===== src/kway_sorted_run_merge_core_assert.svh =====
// Assertion macros for the k-way sorted run merge core.
// Used by the top level; expects clk and rst_n in the including scope.
`ifndef KWAY_SORTED_RUN_MERGE_CORE_ASSERT_SVH
`define KWAY_SORTED_RUN_MERGE_CORE_ASSERT_SVH

// Condition and consequence in the same cycle.
`define KWSRM_ASSERT_NOW(label, ante, cons) \
  label: assert property (@(posedge clk) disable iff (!rst_n) (ante) |-> (cons)) \
    else $error("kwsrm: same-cycle check failed");

// Consequence in the cycle after the condition.
`define KWSRM_ASSERT_NEXT(label, ante, cons) \
  label: assert property (@(posedge clk) disable iff (!rst_n) (ante) |=> (cons)) \
    else $error("kwsrm: next-cycle check failed");

`endif


===== src/kwsrm_pkg.sv =====
// Package of the k-way sorted run merge core: sizes, codes, state types
// and small helper functions. Depends on nothing.
`default_nettype none

package kwsrm_pkg;

  localparam int LANES       = 8;
  localparam int KEY_BYTES   = 8;
  localparam int VALUE_BYTES = 8;

  localparam int LANE_W = $clog2(LANES);
  localparam int KEY_W  = 8 * KEY_BYTES;
  localparam int VAL_W  = 8 * VALUE_BYTES;
  localparam int CNT_W  = $clog2(LANES + 1);

  localparam int LANE_FW = 3;
  localparam int KEY_FW  = 64;
  localparam int VAL_FW  = 64;
  localparam int MASK_FW = 8;

  typedef enum logic [2:0] {
    ST_IDLE,
    ST_SCAN_RD,
    ST_SCAN_CMP,
    ST_EMIT_RD,
    ST_EMIT_WR,
    ST_DONE
  } state_t;

  typedef enum logic [1:0] {
    LS_HEAD  = 2'd0,
    LS_WAIT  = 2'd1,
    LS_ENDED = 2'd2
  } lane_st_t;

  typedef struct packed {
    logic lt;
    logic eq;
  } cmp_res_t;

  function automatic logic [MASK_FW-1:0] refill_view(input logic [LANES-1:0] m);
    logic [MASK_FW-1:0] r;
    r = '0;
    for (int i = 0; i < LANES && i < MASK_FW; i++) begin
      r[i] = m[i];
    end
    return r;
  endfunction

  function automatic logic [LANE_W-1:0] lowest_set(input logic [LANES-1:0] v);
    logic [LANE_W-1:0] r;
    r = '0;
    for (int i = LANES - 1; i >= 0; i--) begin
      if (v[i]) begin
        r = LANE_W'(i);
      end
    end
    return r;
  endfunction

endpackage

`default_nettype wire


===== src/kwsrm_ifc.sv =====
// Valid/ready channel interfaces of the merge core: record input,
// result output and mode write. Depends on kwsrm_pkg.
`default_nettype none

interface kwsrm_in_if;
  logic                           valid;
  logic                           ready;
  logic [kwsrm_pkg::LANE_FW-1:0]  lane;
  logic [kwsrm_pkg::KEY_FW-1:0]   rec_key;
  logic [kwsrm_pkg::VAL_FW-1:0]   rec_value;
  logic                           run_ended;
  modport source (output valid, lane, rec_key, rec_value, run_ended, input ready);
  modport sink   (input valid, lane, rec_key, rec_value, run_ended, output ready);
endinterface

interface kwsrm_out_if;
  logic                           valid;
  logic                           ready;
  logic [kwsrm_pkg::KEY_FW-1:0]   out_key;
  logic [kwsrm_pkg::VAL_FW-1:0]   out_value;
  logic [kwsrm_pkg::LANE_FW-1:0]  source_lane;
  logic                           last_of_group;
  logic [kwsrm_pkg::MASK_FW-1:0]  refill_mask;
  logic                           all_done;
  modport source (output valid, out_key, out_value, source_lane, last_of_group,
                  refill_mask, all_done, input ready);
  modport sink   (input valid, out_key, out_value, source_lane, last_of_group,
                  refill_mask, all_done, output ready);
endinterface

interface kwsrm_cfg_if;
  logic valid;
  logic ready;
  logic merge_mode;
  modport source (output valid, merge_mode, input ready);
  modport sink   (input valid, merge_mode, output ready);
endinterface

`default_nettype wire


===== src/kwsrm_ram.sv =====
// Generic single-write, single-read RAM with registered read data.
// Holds the head records of the merge core. No dependencies.
`default_nettype none

module kwsrm_ram #(
  parameter int WIDTH = 8,
  parameter int DEPTH = 8
) (
  input  wire logic                     clk,
  input  wire logic                     we,
  input  wire logic [$clog2(DEPTH)-1:0] waddr,
  input  wire logic [WIDTH-1:0]         wdata,
  input  wire logic [$clog2(DEPTH)-1:0] raddr,
  output logic      [WIDTH-1:0]         rdata
);

  logic [WIDTH-1:0] mem_r [DEPTH];

  always_ff @(posedge clk) begin
    if (we) begin
      mem_r[waddr] <= wdata;
    end
    rdata <= mem_r[raddr];
  end

endmodule

`default_nettype wire


===== src/kwsrm_cmp.sv =====
// Shared unsigned key comparator of the merge core, used once per lane
// during the least-key scan. Depends on kwsrm_pkg.
`default_nettype none

module kwsrm_cmp (
  input  wire logic [kwsrm_pkg::KEY_W-1:0] key,
  input  wire logic [kwsrm_pkg::KEY_W-1:0] least,
  output kwsrm_pkg::cmp_res_t              res
);

  assign res.lt = key < least;
  assign res.eq = key == least;

endmodule

`default_nettype wire


===== src/kway_sorted_run_merge_core.sv =====
// Top level of the k-way sorted run merge core: lane status, sequencer,
// output register. Depends on kwsrm_pkg, kwsrm_ifc, kwsrm_ram, kwsrm_cmp.
//
// Usage: in_bus carries one beat per record or end-of-run mark for a lane.
// cfg_bus writes merge_mode (0 group, 1 single); write it only while idle.
// out_bus carries result beats from a single output register.
// An input beat that leaves some live lane waiting yields nothing. A beat
// that fills the last waiting lane starts a scan of the head memory
// through one shared comparator, a memory read and a compare per lane,
// then each result takes a memory read and an output load. A beat that
// ends the last live lane moves the sequencer to its done state, which
// loads the done beat once the output register frees. in_bus.ready is
// high only while the sequencer is idle. When out_bus stalls, the
// sequencer holds its pending result until the output register frees.
// After the done beat, further beats are accepted and ignored until
// reset. Reset (rst_n, synchronous) marks all lanes waiting, clears
// counters, done flag and merge_mode; head records need no clearing.
`default_nettype none
`include "kway_sorted_run_merge_core_assert.svh"

module kway_sorted_run_merge_core (
  input  wire logic   clk,
  input  wire logic   rst_n,
  kwsrm_in_if.sink    in_bus,
  kwsrm_cfg_if.sink   cfg_bus,
  kwsrm_out_if.source out_bus
);

  localparam int LANES  = kwsrm_pkg::LANES;
  localparam int LANE_W = kwsrm_pkg::LANE_W;
  localparam int KEY_W  = kwsrm_pkg::KEY_W;
  localparam int VAL_W  = kwsrm_pkg::VAL_W;
  localparam int CNT_W  = kwsrm_pkg::CNT_W;
  localparam int KFW    = kwsrm_pkg::KEY_FW;
  localparam int VFW    = kwsrm_pkg::VAL_FW;
  localparam int LFW    = kwsrm_pkg::LANE_FW;
  localparam int RAM_W  = KEY_W + VAL_W;

  kwsrm_pkg::state_t   state_r, state_nxt;
  kwsrm_pkg::lane_st_t status_r [LANES];
  kwsrm_pkg::lane_st_t status_nxt [LANES];

  logic [CNT_W-1:0]  cnt_r, cnt_nxt;
  logic              done_r, done_nxt;
  logic              mode_r;
  logic [LANE_W-1:0] scan_idx_r, scan_idx_nxt;
  logic              have_r, have_nxt;
  logic [KEY_W-1:0]  least_r, least_nxt;
  logic [LANE_W-1:0] pick_r, pick_nxt;
  logic [LANES-1:0]  match_r, match_nxt;
  logic [LANES-1:0]  rem_r, rem_nxt;
  logic [LANE_W-1:0] emit_lane_r, emit_lane_nxt;
  logic              emit_last_r, emit_last_nxt;

  logic              out_valid_r;
  logic [KFW-1:0]    out_key_r;
  logic [VFW-1:0]    out_value_r;
  logic [LFW-1:0]    out_lane_r;
  logic              out_last_r;
  logic [kwsrm_pkg::MASK_FW-1:0] out_mask_r;
  logic              out_done_r;

  logic              acc;
  logic [LANE_W-1:0] in_lane;
  logic              item_ok;
  logic [LANES-1:0]  wait_vec;
  logic              others_wait;
  logic              slot_free;
  logic              load_rec;
  logic              load_done;
  logic              ram_we;
  logic [LANE_W-1:0] ram_raddr;
  logic [RAM_W-1:0]  ram_rdata;
  logic [KEY_W-1:0]  rd_key;
  logic [VAL_W-1:0]  rd_value;
  logic [LANE_W-1:0] emit_sel;
  kwsrm_pkg::cmp_res_t cmp_res;

  assign in_lane   = in_bus.lane[LANE_W-1:0];
  assign acc       = in_bus.valid && in_bus.ready;
  assign slot_free = !out_valid_r || out_bus.ready;
  assign rd_key    = ram_rdata[RAM_W-1:VAL_W];
  assign rd_value  = ram_rdata[VAL_W-1:0];
  assign emit_sel  = mode_r ? pick_r : kwsrm_pkg::lowest_set(rem_r);

  always_comb begin
    for (int i = 0; i < LANES; i++) begin
      wait_vec[i] = status_r[i] == kwsrm_pkg::LS_WAIT;
    end
  end

  assign item_ok = !done_r && (int'(in_bus.lane) < LANES) &&
                   (status_r[in_lane] == kwsrm_pkg::LS_WAIT);
  assign others_wait = |(wait_vec & ~(LANES'(1) << in_lane));

  kwsrm_ram #(
    .WIDTH (RAM_W),
    .DEPTH (LANES)
  ) u_heads (
    .clk   (clk),
    .we    (ram_we),
    .waddr (in_lane),
    .wdata ({in_bus.rec_key[KEY_W-1:0], in_bus.rec_value[VAL_W-1:0]}),
    .raddr (ram_raddr),
    .rdata (ram_rdata)
  );

  kwsrm_cmp u_cmp (
    .key   (rd_key),
    .least (least_r),
    .res   (cmp_res)
  );

  always_comb begin
    state_nxt = state_r;
    unique case (state_r)
      kwsrm_pkg::ST_IDLE: begin
        if (acc && item_ok) begin
          if (in_bus.run_ended && (cnt_r == CNT_W'(LANES - 1))) begin
            state_nxt = kwsrm_pkg::ST_DONE;
          end else if (!others_wait) begin
            state_nxt = kwsrm_pkg::ST_SCAN_RD;
          end
        end
      end
      kwsrm_pkg::ST_SCAN_RD: begin
        state_nxt = kwsrm_pkg::ST_SCAN_CMP;
      end
      kwsrm_pkg::ST_SCAN_CMP: begin
        if (scan_idx_r == LANE_W'(LANES - 1)) begin
          state_nxt = kwsrm_pkg::ST_EMIT_RD;
        end else begin
          state_nxt = kwsrm_pkg::ST_SCAN_RD;
        end
      end
      kwsrm_pkg::ST_EMIT_RD: begin
        state_nxt = kwsrm_pkg::ST_EMIT_WR;
      end
      kwsrm_pkg::ST_EMIT_WR: begin
        if (slot_free) begin
          state_nxt = emit_last_r ? kwsrm_pkg::ST_IDLE : kwsrm_pkg::ST_EMIT_RD;
        end
      end
      kwsrm_pkg::ST_DONE: begin
        if (slot_free) begin
          state_nxt = kwsrm_pkg::ST_IDLE;
        end
      end
      default: state_nxt = kwsrm_pkg::ST_IDLE;
    endcase
  end

  always_comb begin
    in_bus.ready  = 1'b0;
    ram_we        = 1'b0;
    ram_raddr     = scan_idx_r;
    load_rec      = 1'b0;
    load_done     = 1'b0;
    unique case (state_r)
      kwsrm_pkg::ST_IDLE: begin
        in_bus.ready = 1'b1;
        ram_we       = in_bus.valid && item_ok && !in_bus.run_ended;
      end
      kwsrm_pkg::ST_SCAN_RD, kwsrm_pkg::ST_SCAN_CMP: begin
        ram_raddr = scan_idx_r;
      end
      kwsrm_pkg::ST_EMIT_RD: begin
        ram_raddr = emit_sel;
      end
      kwsrm_pkg::ST_EMIT_WR: begin
        ram_raddr = emit_lane_r;
        load_rec  = slot_free;
      end
      kwsrm_pkg::ST_DONE: begin
        load_done = slot_free;
      end
      default: ;
    endcase
  end

  always_comb begin
    for (int i = 0; i < LANES; i++) begin
      status_nxt[i] = status_r[i];
    end
    cnt_nxt       = cnt_r;
    done_nxt      = done_r || load_done;
    scan_idx_nxt  = scan_idx_r;
    have_nxt      = have_r;
    least_nxt     = least_r;
    pick_nxt      = pick_r;
    match_nxt     = match_r;
    rem_nxt       = rem_r;
    emit_lane_nxt = emit_lane_r;
    emit_last_nxt = emit_last_r;

    if ((state_r == kwsrm_pkg::ST_IDLE) && acc && item_ok) begin
      if (in_bus.run_ended) begin
        status_nxt[in_lane] = kwsrm_pkg::LS_ENDED;
        cnt_nxt             = cnt_r + CNT_W'(1);
      end else begin
        status_nxt[in_lane] = kwsrm_pkg::LS_HEAD;
      end
      scan_idx_nxt = '0;
      have_nxt     = 1'b0;
    end

    if (state_r == kwsrm_pkg::ST_SCAN_CMP) begin
      if (status_r[scan_idx_r] == kwsrm_pkg::LS_HEAD) begin
        if (!have_r || cmp_res.lt) begin
          least_nxt = rd_key;
          pick_nxt  = scan_idx_r;
          match_nxt = LANES'(1) << scan_idx_r;
        end else if (cmp_res.eq) begin
          pick_nxt  = scan_idx_r;
          match_nxt = match_r | (LANES'(1) << scan_idx_r);
        end
        have_nxt = 1'b1;
      end
      scan_idx_nxt = scan_idx_r + LANE_W'(1);
      if (scan_idx_r == LANE_W'(LANES - 1)) begin
        rem_nxt = match_nxt;
        for (int i = 0; i < LANES; i++) begin
          if (match_nxt[i]) begin
            status_nxt[i] = kwsrm_pkg::LS_WAIT;
          end
        end
      end
    end

    if (state_r == kwsrm_pkg::ST_EMIT_RD) begin
      emit_lane_nxt = emit_sel;
      emit_last_nxt = mode_r || (emit_sel == pick_r);
    end

    if (load_rec) begin
      rem_nxt = rem_r & ~(LANES'(1) << emit_lane_r);
    end
  end

  always_ff @(posedge clk) begin
    if (!rst_n) begin
      state_r <= kwsrm_pkg::ST_IDLE;
      for (int i = 0; i < LANES; i++) begin
        status_r[i] <= kwsrm_pkg::LS_WAIT;
      end
      cnt_r       <= '0;
      done_r      <= 1'b0;
      mode_r      <= 1'b0;
      have_r      <= 1'b0;
      scan_idx_r  <= '0;
      out_valid_r <= 1'b0;
    end else begin
      state_r <= state_nxt;
      for (int i = 0; i < LANES; i++) begin
        status_r[i] <= status_nxt[i];
      end
      cnt_r      <= cnt_nxt;
      done_r     <= done_nxt;
      have_r     <= have_nxt;
      scan_idx_r <= scan_idx_nxt;
      if (cfg_bus.valid) begin
        mode_r <= cfg_bus.merge_mode;
      end
      if (load_rec || load_done) begin
        out_valid_r <= 1'b1;
      end else if (out_bus.ready) begin
        out_valid_r <= 1'b0;
      end
    end
  end

  always_ff @(posedge clk) begin
    least_r     <= least_nxt;
    pick_r      <= pick_nxt;
    match_r     <= match_nxt;
    rem_r       <= rem_nxt;
    emit_lane_r <= emit_lane_nxt;
    emit_last_r <= emit_last_nxt;
    if (load_rec) begin
      out_key_r   <= KFW'(rd_key);
      out_value_r <= VFW'(rd_value);
      out_lane_r  <= LFW'(emit_lane_r);
      out_last_r  <= emit_last_r;
      out_mask_r  <= kwsrm_pkg::refill_view(match_r);
      out_done_r  <= 1'b0;
    end else if (load_done) begin
      out_key_r   <= '0;
      out_value_r <= '0;
      out_lane_r  <= '0;
      out_last_r  <= 1'b1;
      out_mask_r  <= '0;
      out_done_r  <= 1'b1;
    end
  end

  assign cfg_bus.ready         = 1'b1;
  assign out_bus.valid         = out_valid_r;
  assign out_bus.out_key       = out_key_r;
  assign out_bus.out_value     = out_value_r;
  assign out_bus.source_lane   = out_lane_r;
  assign out_bus.last_of_group = out_last_r;
  assign out_bus.refill_mask   = out_mask_r;
  assign out_bus.all_done      = out_done_r;

  `KWSRM_ASSERT_NEXT(a_done_sticky, done_r, done_r)
  `KWSRM_ASSERT_NOW(a_cnt_range, !done_r && (state_r != kwsrm_pkg::ST_DONE), int'(cnt_r) < LANES)
  `KWSRM_ASSERT_NEXT(a_last_ends, load_rec && emit_last_r, state_r == kwsrm_pkg::ST_IDLE)
  `KWSRM_ASSERT_NOW(a_emit_in_group, state_r == kwsrm_pkg::ST_EMIT_WR, match_r[emit_lane_r])

endmodule

`default_nettype wire

===== src/flat_wrapper.sv =====
// flat-port wrapper written by rule: the top's interface ports become plain ports
module kway_sorted_run_merge_core_flat 
  (clk, rst_n, in_bus_valid, in_bus_lane, in_bus_rec_key, in_bus_rec_value, in_bus_run_ended, in_bus_ready, cfg_bus_valid, cfg_bus_merge_mode, cfg_bus_ready, out_bus_valid, out_bus_out_key, out_bus_out_value, out_bus_source_lane, out_bus_last_of_group, out_bus_refill_mask, out_bus_all_done, out_bus_ready);
  kwsrm_in_if in_bus_i ();
  kwsrm_cfg_if cfg_bus_i ();
  kwsrm_out_if out_bus_i ();
  input  wire logic clk;
  input  wire logic rst_n;
  input wire logic [$bits(in_bus_i.valid)-1:0] in_bus_valid;
  input wire logic [$bits(in_bus_i.lane)-1:0] in_bus_lane;
  input wire logic [$bits(in_bus_i.rec_key)-1:0] in_bus_rec_key;
  input wire logic [$bits(in_bus_i.rec_value)-1:0] in_bus_rec_value;
  input wire logic [$bits(in_bus_i.run_ended)-1:0] in_bus_run_ended;
  output wire logic [$bits(in_bus_i.ready)-1:0] in_bus_ready;
  input wire logic [$bits(cfg_bus_i.valid)-1:0] cfg_bus_valid;
  input wire logic [$bits(cfg_bus_i.merge_mode)-1:0] cfg_bus_merge_mode;
  output wire logic [$bits(cfg_bus_i.ready)-1:0] cfg_bus_ready;
  output wire logic [$bits(out_bus_i.valid)-1:0] out_bus_valid;
  output wire logic [$bits(out_bus_i.out_key)-1:0] out_bus_out_key;
  output wire logic [$bits(out_bus_i.out_value)-1:0] out_bus_out_value;
  output wire logic [$bits(out_bus_i.source_lane)-1:0] out_bus_source_lane;
  output wire logic [$bits(out_bus_i.last_of_group)-1:0] out_bus_last_of_group;
  output wire logic [$bits(out_bus_i.refill_mask)-1:0] out_bus_refill_mask;
  output wire logic [$bits(out_bus_i.all_done)-1:0] out_bus_all_done;
  input wire logic [$bits(out_bus_i.ready)-1:0] out_bus_ready;
  assign in_bus_i.valid = in_bus_valid;
  assign in_bus_i.lane = in_bus_lane;
  assign in_bus_i.rec_key = in_bus_rec_key;
  assign in_bus_i.rec_value = in_bus_rec_value;
  assign in_bus_i.run_ended = in_bus_run_ended;
  assign in_bus_ready = in_bus_i.ready;
  assign cfg_bus_i.valid = cfg_bus_valid;
  assign cfg_bus_i.merge_mode = cfg_bus_merge_mode;
  assign cfg_bus_ready = cfg_bus_i.ready;
  assign out_bus_valid = out_bus_i.valid;
  assign out_bus_out_key = out_bus_i.out_key;
  assign out_bus_out_value = out_bus_i.out_value;
  assign out_bus_source_lane = out_bus_i.source_lane;
  assign out_bus_last_of_group = out_bus_i.last_of_group;
  assign out_bus_refill_mask = out_bus_i.refill_mask;
  assign out_bus_all_done = out_bus_i.all_done;
  assign out_bus_i.ready = out_bus_ready;
  kway_sorted_run_merge_core u_core (.clk(clk), .rst_n(rst_n), .in_bus(in_bus_i), .cfg_bus(cfg_bus_i), .out_bus(out_bus_i));
endmodule

===== config.mk =====
export PLATFORM = sky130hd
export DESIGN_NAME = kway_sorted_run_merge_core_flat
export DESIGN_NICKNAME = d
export VERILOG_FILES = /design/src/kwsrm_pkg.sv /design/src/kwsrm_ifc.sv /design/src/kwsrm_ram.sv /design/src/kwsrm_cmp.sv /design/src/kway_sorted_run_merge_core.sv /design/src/flat_wrapper.sv
export VERILOG_INCLUDE_DIRS = /design/src /design/src/src
export SDC_FILE = /design/constraint.sdc
export NUM_CORES = 2
export LEC_CHECK = 0
export BUFFER_PORTS_ARGS = -buffer_cell sky130_fd_sc_hd__clkbuf_2
export CELL_PAD_IN_SITES_DETAIL_PLACEMENT = 1
export CELL_PAD_IN_SITES_GLOBAL_PLACEMENT = 1
export CORE_MARGIN = 2
export CORE_UTILIZATION = 46
export DETAILED_ROUTE_END_ITERATION = 10
export HOLD_SLACK_MARGIN = 0.12
export PLACE_DENSITY_LB_ADDON = 0.25
export SLEW_MARGIN = 20
export SYNTH_ARGS = -nofsm -noshare
export SYNTH_HDL_FRONTEND = slang
export SYNTH_HIERARCHICAL = 1
export SYNTH_SLANG_ARGS = --single-unit

===== constraint.sdc =====
create_clock -name clk -period 30.4 [get_ports clk]
set_input_delay 3.04 -clock clk [delete_from_list [all_inputs] [get_ports clk]]
set_output_delay 3.04 -clock clk [all_outputs]
set_load 0.005 [all_outputs]

# Word-level counts from Yosys, hierarchy flattened
# Memory sizes are Yosys's and may differ from the RTL's. A register that Yosys moved wholly into a read port is not among the register bits.
# Index checks and enable logic that the tools add are counted.
[word_totals]
regBits = 242
ramBits = 1040
wordCells = 177
mem_count = 2
[mem_list]
columns = ["memory", "depth", "width", "read_ports", "rd_clocked_by_memory_dff", "write_ports", "line_no", "text"]
rows = [
  ["u_core.u_heads.mem_r", 8, 128, 1, 1, 1, "kwsrm_ram.sv:17", "logic [WIDTH-1:0] mem_r [DEPTH];"],
  ["u_core.status_r", 8, 2, 10, 1, 8, "kway_sorted_run_merge_core.sv:40", "kwsrm_pkg::lane_st_t status_r [LANES];"],
]
[classes]
addsub = 2
magnitude_cmp = 3
eq_ne = 22
shift = 3
mux = 75
bitwise = 19
reduce_logical = 32
[ops]
columns = ["cell", "count"]
rows = [
  ["64-bit 2-to-1 mux", 3],
  ["8-bit 2-to-1 mux", 9],
  ["3-bit 2-to-1 mux", 22],
  ["64-bit == test", 1],
  ["64-bit < comparator", 1],
  ["16-bit 2-to-1 mux", 4],
  ["2-bit 2-to-1 mux", 19],
  ["8-bit bitwise AND", 3],
  ["8-bit NOT", 3],
  ["1-bit by 3-bit left shift with 8-bit output, first input constant", 3],
  ["2-bit by 1-bit == test with 1-bit output, second input constant", 9],
  ["3-bit one-hot mux with 6 select lines", 1],
  ["16-bit bitwise AND", 1],
  ["16-bit NOT", 1],
  ["8-bit bitwise OR", 2],
  ["1-bit 2-to-1 mux", 15],
  ["2-bit nonzero test", 6],
  ["3-bit == test, second input constant", 3],
  ["1-bit logical AND", 9],
  ["1-bit bitwise OR", 8],
  ["8-bit OR reduction", 1],
  ["2-bit demux with 3-bit select", 1],
  ["3-bit by 2-bit == test with 1-bit output, second input constant", 2],
  ["2-bit by 1-bit != test with 1-bit output, second input constant", 3],
  ["other kinds (17)", 26],
]

# Longest topological paths before layout
[depth]
depth_word = 13
depth_mapped = 13
depth_no_buf = 12

# By module
# Netlist, hierarchy kept.
[modules_own_cells]
columns = ["mod", "n_inst", "cells_each", "area_per_inst_um2", "seq_area_each_um2"]
rows = [
  ["kwsrm_ram", 1, 1620, 41554.9, 33311.9],
  ["kway_sorted_run_merge_core", 1, 718, 10222.3, 7497.2],
  ["kwsrm_cmp", 1, 233, 1689.1, 0.0],
]

# Worst setup path after synthesis
# Ideal clock, no wire load.
[synth_timing]
kind = "input -> register"
startpoint = "input port in_bus_lane[1]"
endpoint = "memory u_core/u_heads/mem_r[0][0] (netlist bit) (enable)"
t_arrival_ns = 12.862
required_time_ns = 29.626
slack_ns = 16.764
cell_stages = 6
n_path_buf = 0
path_cell_list = "mux4_2 > nor3_4 > nor2_1 > nor2_1 > nand2b_1 > nor3_1"
[synth_between]
elab_chain_cells = 8
[synth_lines]
columns = ["item", "line_no", "text"]
rows = [
  ["start: declaration", "flat_wrapper.sv:10", "input wire logic [$bits(in_bus_i.lane)-1:0] in_bus_lane;"],
  ["memory read 8 x 2 bit", "-", ""],
  ["2-bit by 1-bit == test with 1-bit output", "kway_sorted_run_merge_core.sv:93", "(status_r[in_lane] == kwsrm_pkg::LS_WAIT);"],
  ["1-bit logical AND", "kway_sorted_run_merge_core.sv:92", "assign item_ok = !done_r && (int'(in_bus.lane) < LANES) &&"],
  ["1-bit logical AND (2 in series)", "kway_sorted_run_merge_core.sv:162", "ram_we = in_bus.valid && item_ok && !in_bus.run_ended;"],
  ["1-bit 2-to-1 mux", "kway_sorted_run_merge_core.sv:159", "unique case (state_r)"],
  ["via u_core.ram_we", "kway_sorted_run_merge_core.sv:71", "logic ram_we;"],
  ["1-bit 2-to-1 mux", "kwsrm_ram.sv:20", "if (we) begin"],
  ["1-bit 2-to-1 mux (not written as such)", "kwsrm_ram.sv:21", "mem_r[waddr] <= wdata;"],
  ["end: declaration", "kwsrm_ram.sv:17", ""],
]
# The timed path passes the listed nets, and every way through them passes these cells.

# Final worst setup path
[layout_timing]
startpoint = "input port in_bus_lane[1]"
endpoint = "memory u_core/u_heads/mem_r[4][49] (netlist bit) (enable)"
# The elaborated chain is that of the path after synthesis.

==> run metrics <==
fraction of the core area covered by cells at the end of the flow=between 50% and 60%; final clock period utilization by the worst path=about a quarter; number of antenna violations at the first check in global routing=25; dominant delay contributor by cell family on the critical path=buffers and inverters; antenna-violating nets left=0; vias in the first global route=~28,000; post-detailed-route wirelength per cell=26.36 um; number of stages on the worst hold path=0; Reg2Reg Capture Point=u_core/u_heads/rdata[61]; final worst path period need=a little over 7 ns; relative slew slack=between 20% and 30%; leading cell types by total area after synthesis=sky130_fd_sc_hd__edfxtp_1 (70%), sky130_fd_sc_hd__mux4_2 (7.9%), sky130_fd_sc_hd__dfxtp_1 (6.1%); Placed Cells=between 4,000 and 5,000; pin count of the biggest net entering global routing=between 150 and 200; highest attainable clock frequency=140.7 MHz; area of the die=about 120,000 um2; min-delay worst type=reg2reg; area of the mapped netlist=roughly 53,000 um2; portion of the post-synthesis area used by sequential elements=between 70% and 80%; final setup TNS=0 ns; total CTS buffers=between 100 and 150; Async SR Flop Fraction=0%; met3 Use GR=4.376%; DIE HEIGHT=344.9 um; total of max-cap violations=0; slew of the pin with the lowest slew margin=around 1.2 ns; ports placed on the boundary=about 280; Cells after Synth=2,571; largest voltage drop on the vdd net=between 50 and 60 uV; effective utilization at floorplan=46.20%; number of hold violations in the final report=0; placed instance area=between 50,000 and 60,000 um2; setup violation total in the final timing report=0; portion of synthesized cell area occupied by the leading cell type=70.26%; number of vias after detailed routing=approximately 25,000; total of warnings raised by yosys=6; least setup slack across all paths after layout=around 23 ns; pwr dens=between 60 and 70 nW/um2; count of distinct cell types in the synthesized netlist=74; fin nets=3,113; number of buffers inserted by post-CTS setup repair=0; synthesized net count=2,780; Layout Cell Area excl Fill=between 60,000 and 70,000 um2; number of buffer and inverter stages on the critical path=4; DRT Wirelength=approximately 120,000 um; commonest cells after routing, fill and taps aside=sky130_fd_sc_hd__edfxtp_1 (1,251), sky130_fd_sc_hd__clkbuf_2 (280), sky130_fd_sc_hd__mux4_2 (187); TritonCTS Sinks=around 1,400; htree depth=4; GRT met1 Usage=roughly 27%; global-route wire length before repair=178,700 um; count of cell instances traversed by the critical path=10; Crit. End Element=flop; clock tree skew after final layout=roughly 0.023 ns; worst slack at placement=between 20 and 25 ns; clock latency on the worst-skew pair=0.75 ns; deepest clock path buffer count=3; worst setup path end=u_core/u_heads/mem_r[4][49]; classification of the worst setup path=in2reg; row count=125; post-CTS sizing=0; GR met2 Demand/Resource=34.48%; crit-path cells=clkbuf_2, mux4_2, nor3_4, nor2_1, nor2_1, nand2_1, nor3_2, buf_4, buf_4, buf_4; Critical Path Source=in_bus_lane[1]; largest fanout on the critical path=just over 50; drt via density=5.581; clock tree from TritonCTS=yes; post-detailed-route DRC marker count=0; startpoint class of the critical path=input pin; most common cell after layout, fill and taps aside=sky130_fd_sc_hd__edfxtp_1; layout-stage area growth over the synthesis result=14.42%; Worst-path clk slew=0.06 ns; RSZ-0062 raised after global routing=false; hold buffer count at cts=0; estimated wirelength of the detail-placed design=67,160 um; Worst Hold Slack=0.4621 ns; leakage component of the power=about 21 nW; Synth area leader=sky130_fd_sc_hd__edfxtp_1; DR iter-0 viols=roughly 1,600; non-filler instance count after layout=approximately 4,600; master of the slowest instance on the critical path=sky130_fd_sc_hd__buf_4; number of detailed-route iterations in the first pass=5; highest cell delay on the worst timing path=approximately 0.80 ns; Required @ worst endpoint=30.75 ns; Worst R2R Path Depth=12; aggregate global-route resource usage=20.39%; number of synthesized register bits=roughly 1,400; count of input and output buffers=280; busiest grt layer=met2; Die X=344.9 um; Critical R2R Launch=u_core/rem_r[6]; Final Max Tran Viols=0; post-layout power=around 4.0 mW; Worst R2R Setup Slack=approximately 25 ns; prevailing post-synth register cell=sky130_fd_sc_hd__edfxtp_1; overflow left after global routing=0; core region area=115,700 um2; placer's final routability congestion estimate=roughly 0.8; outcome=finished clean; arrival time worst endpoint=~7.5 ns; number of enable flip-flop cells after synthesis=roughly 1,300; Clock Tree Root=sky130_fd_sc_hd__clkbuf_16; share of layout cells above drive strength 1=approximately 29%; crit-path most repeated cell=sky130_fd_sc_hd__buf_4; Avg Cell Area, Syn=20.80 um2
==> cell type report <==
| cell class | count | area [um2] |
|---|---|---|
| clock buffers | 200 | 4071 |
| clock inverters | 72 | 769.5 |
| repair buffers | 308 | 1744 |
| fillers | 10220 | 54560 |
| multi-input cells | 958 | 11570 |
| inverters | 77 | 289.0 |
| diodes | 7 | 17.52 |
| well taps | 1524 | 1907 |
| flip-flops and latches | 1413 | 40810 |
==> worst min-delay path by stage <==
stage / startpoint / endpoint / slack, ns
4_1_cts: u_core/u_heads/rdata[74] / u_core/least_r[10] / 0.46
3_3_place_gp: u_core/u_heads/rdata[74] / u_core/least_r[10] / 0.44
3_5_place_dp: u_core/u_heads/rdata[74] / u_core/least_r[10] / 0.45
2_1_floorplan: u_core/u_heads/rdata[64] / u_core/least_r[0] / 0.42
6_report: u_core/u_heads/rdata[74] / u_core/least_r[10] / 0.46
5_1_grt: u_core/u_heads/rdata[83] / u_core/least_r[19] / 0.48
==> synth_stat cells (4+ instances only) <==
master,n
sky130_fd_sc_hd__a21o_1,7
sky130_fd_sc_hd__a21oi_1,42
sky130_fd_sc_hd__a31o_2,5
sky130_fd_sc_hd__a31oi_1,8
sky130_fd_sc_hd__a41o_1,4
sky130_fd_sc_hd__and3_1,146
sky130_fd_sc_hd__and4_1,6
sky130_fd_sc_hd__buf_1,13
sky130_fd_sc_hd__buf_2,9
sky130_fd_sc_hd__buf_6,7
sky130_fd_sc_hd__buf_8,19
sky130_fd_sc_hd__clkbuf_1,56
sky130_fd_sc_hd__clkbuf_8,13
sky130_fd_sc_hd__dfxtp_1,162
sky130_fd_sc_hd__edfxtp_1,1251
sky130_fd_sc_hd__ha_1,71
sky130_fd_sc_hd__inv_1,76
sky130_fd_sc_hd__mux2_2,129
sky130_fd_sc_hd__mux2i_1,4
sky130_fd_sc_hd__mux4_1,72
sky130_fd_sc_hd__mux4_2,187
sky130_fd_sc_hd__nand2_1,44
sky130_fd_sc_hd__nand2b_1,14
sky130_fd_sc_hd__nand3_1,25
sky130_fd_sc_hd__nand4_1,22
sky130_fd_sc_hd__nor2_1,47
sky130_fd_sc_hd__nor2b_1,15
sky130_fd_sc_hd__nor3_1,17
sky130_fd_sc_hd__o21ai_0,20
sky130_fd_sc_hd__o22ai_1,6
sky130_fd_sc_hd__o31ai_1,4
sky130_fd_sc_hd__or3_1,5
sky130_fd_sc_hd__xor2_1,4
==> flip-flops by register name, summed over array words and instances, names as in the netlist, 4 cells and up, named ones only <==
signal / cells
u_core/u_heads/mem_r: 1024
u_core/u_heads/rdata: 128
u_core/least_r: 64
u_core/out_bus.out_key: 64
u_core/out_bus.out_value: 64
u_core/status_r: 16
u_core/match_r: 8
u_core/out_bus.refill_mask: 8
u_core/rem_r: 8
u_core/cnt_r: 4
==> report_power, final <==
part	switching, mW	internal [mW]	leakage [nW]
Combinational	0.0393	0.0163	5.99
Clock	0.730	1.06	2.37
Sequential	0.00582	2.13	13.0
Total	0.775	3.20	21.4
==> logic make-up (layout without fill, tap and decap cells) <==
kind of cell | after synthesis | in the layout | synth area share, %
flops | 1413 | 1413 | 76.33
mux | 392 | 392 | 14.21
simple gates | 362 | 362 | 3.861
buf+inv | 200 | 657 | 2.256
compound gates | 127 | 127 | 1.598
fa+ha+maj | 71 | 71 | 1.662
xor+xnor | 5 | 5 | 0.08190
other cells | 1 | 8 | 0.007014
==> layer usage <==
layer	up-vias	wire [um]
li1	11170	-
met1	13510	50720
met2	558	60610
met3	180	6420
met4	28	2222
met5	-	193
Note: power is estimated with default switching activity, not from simulation.
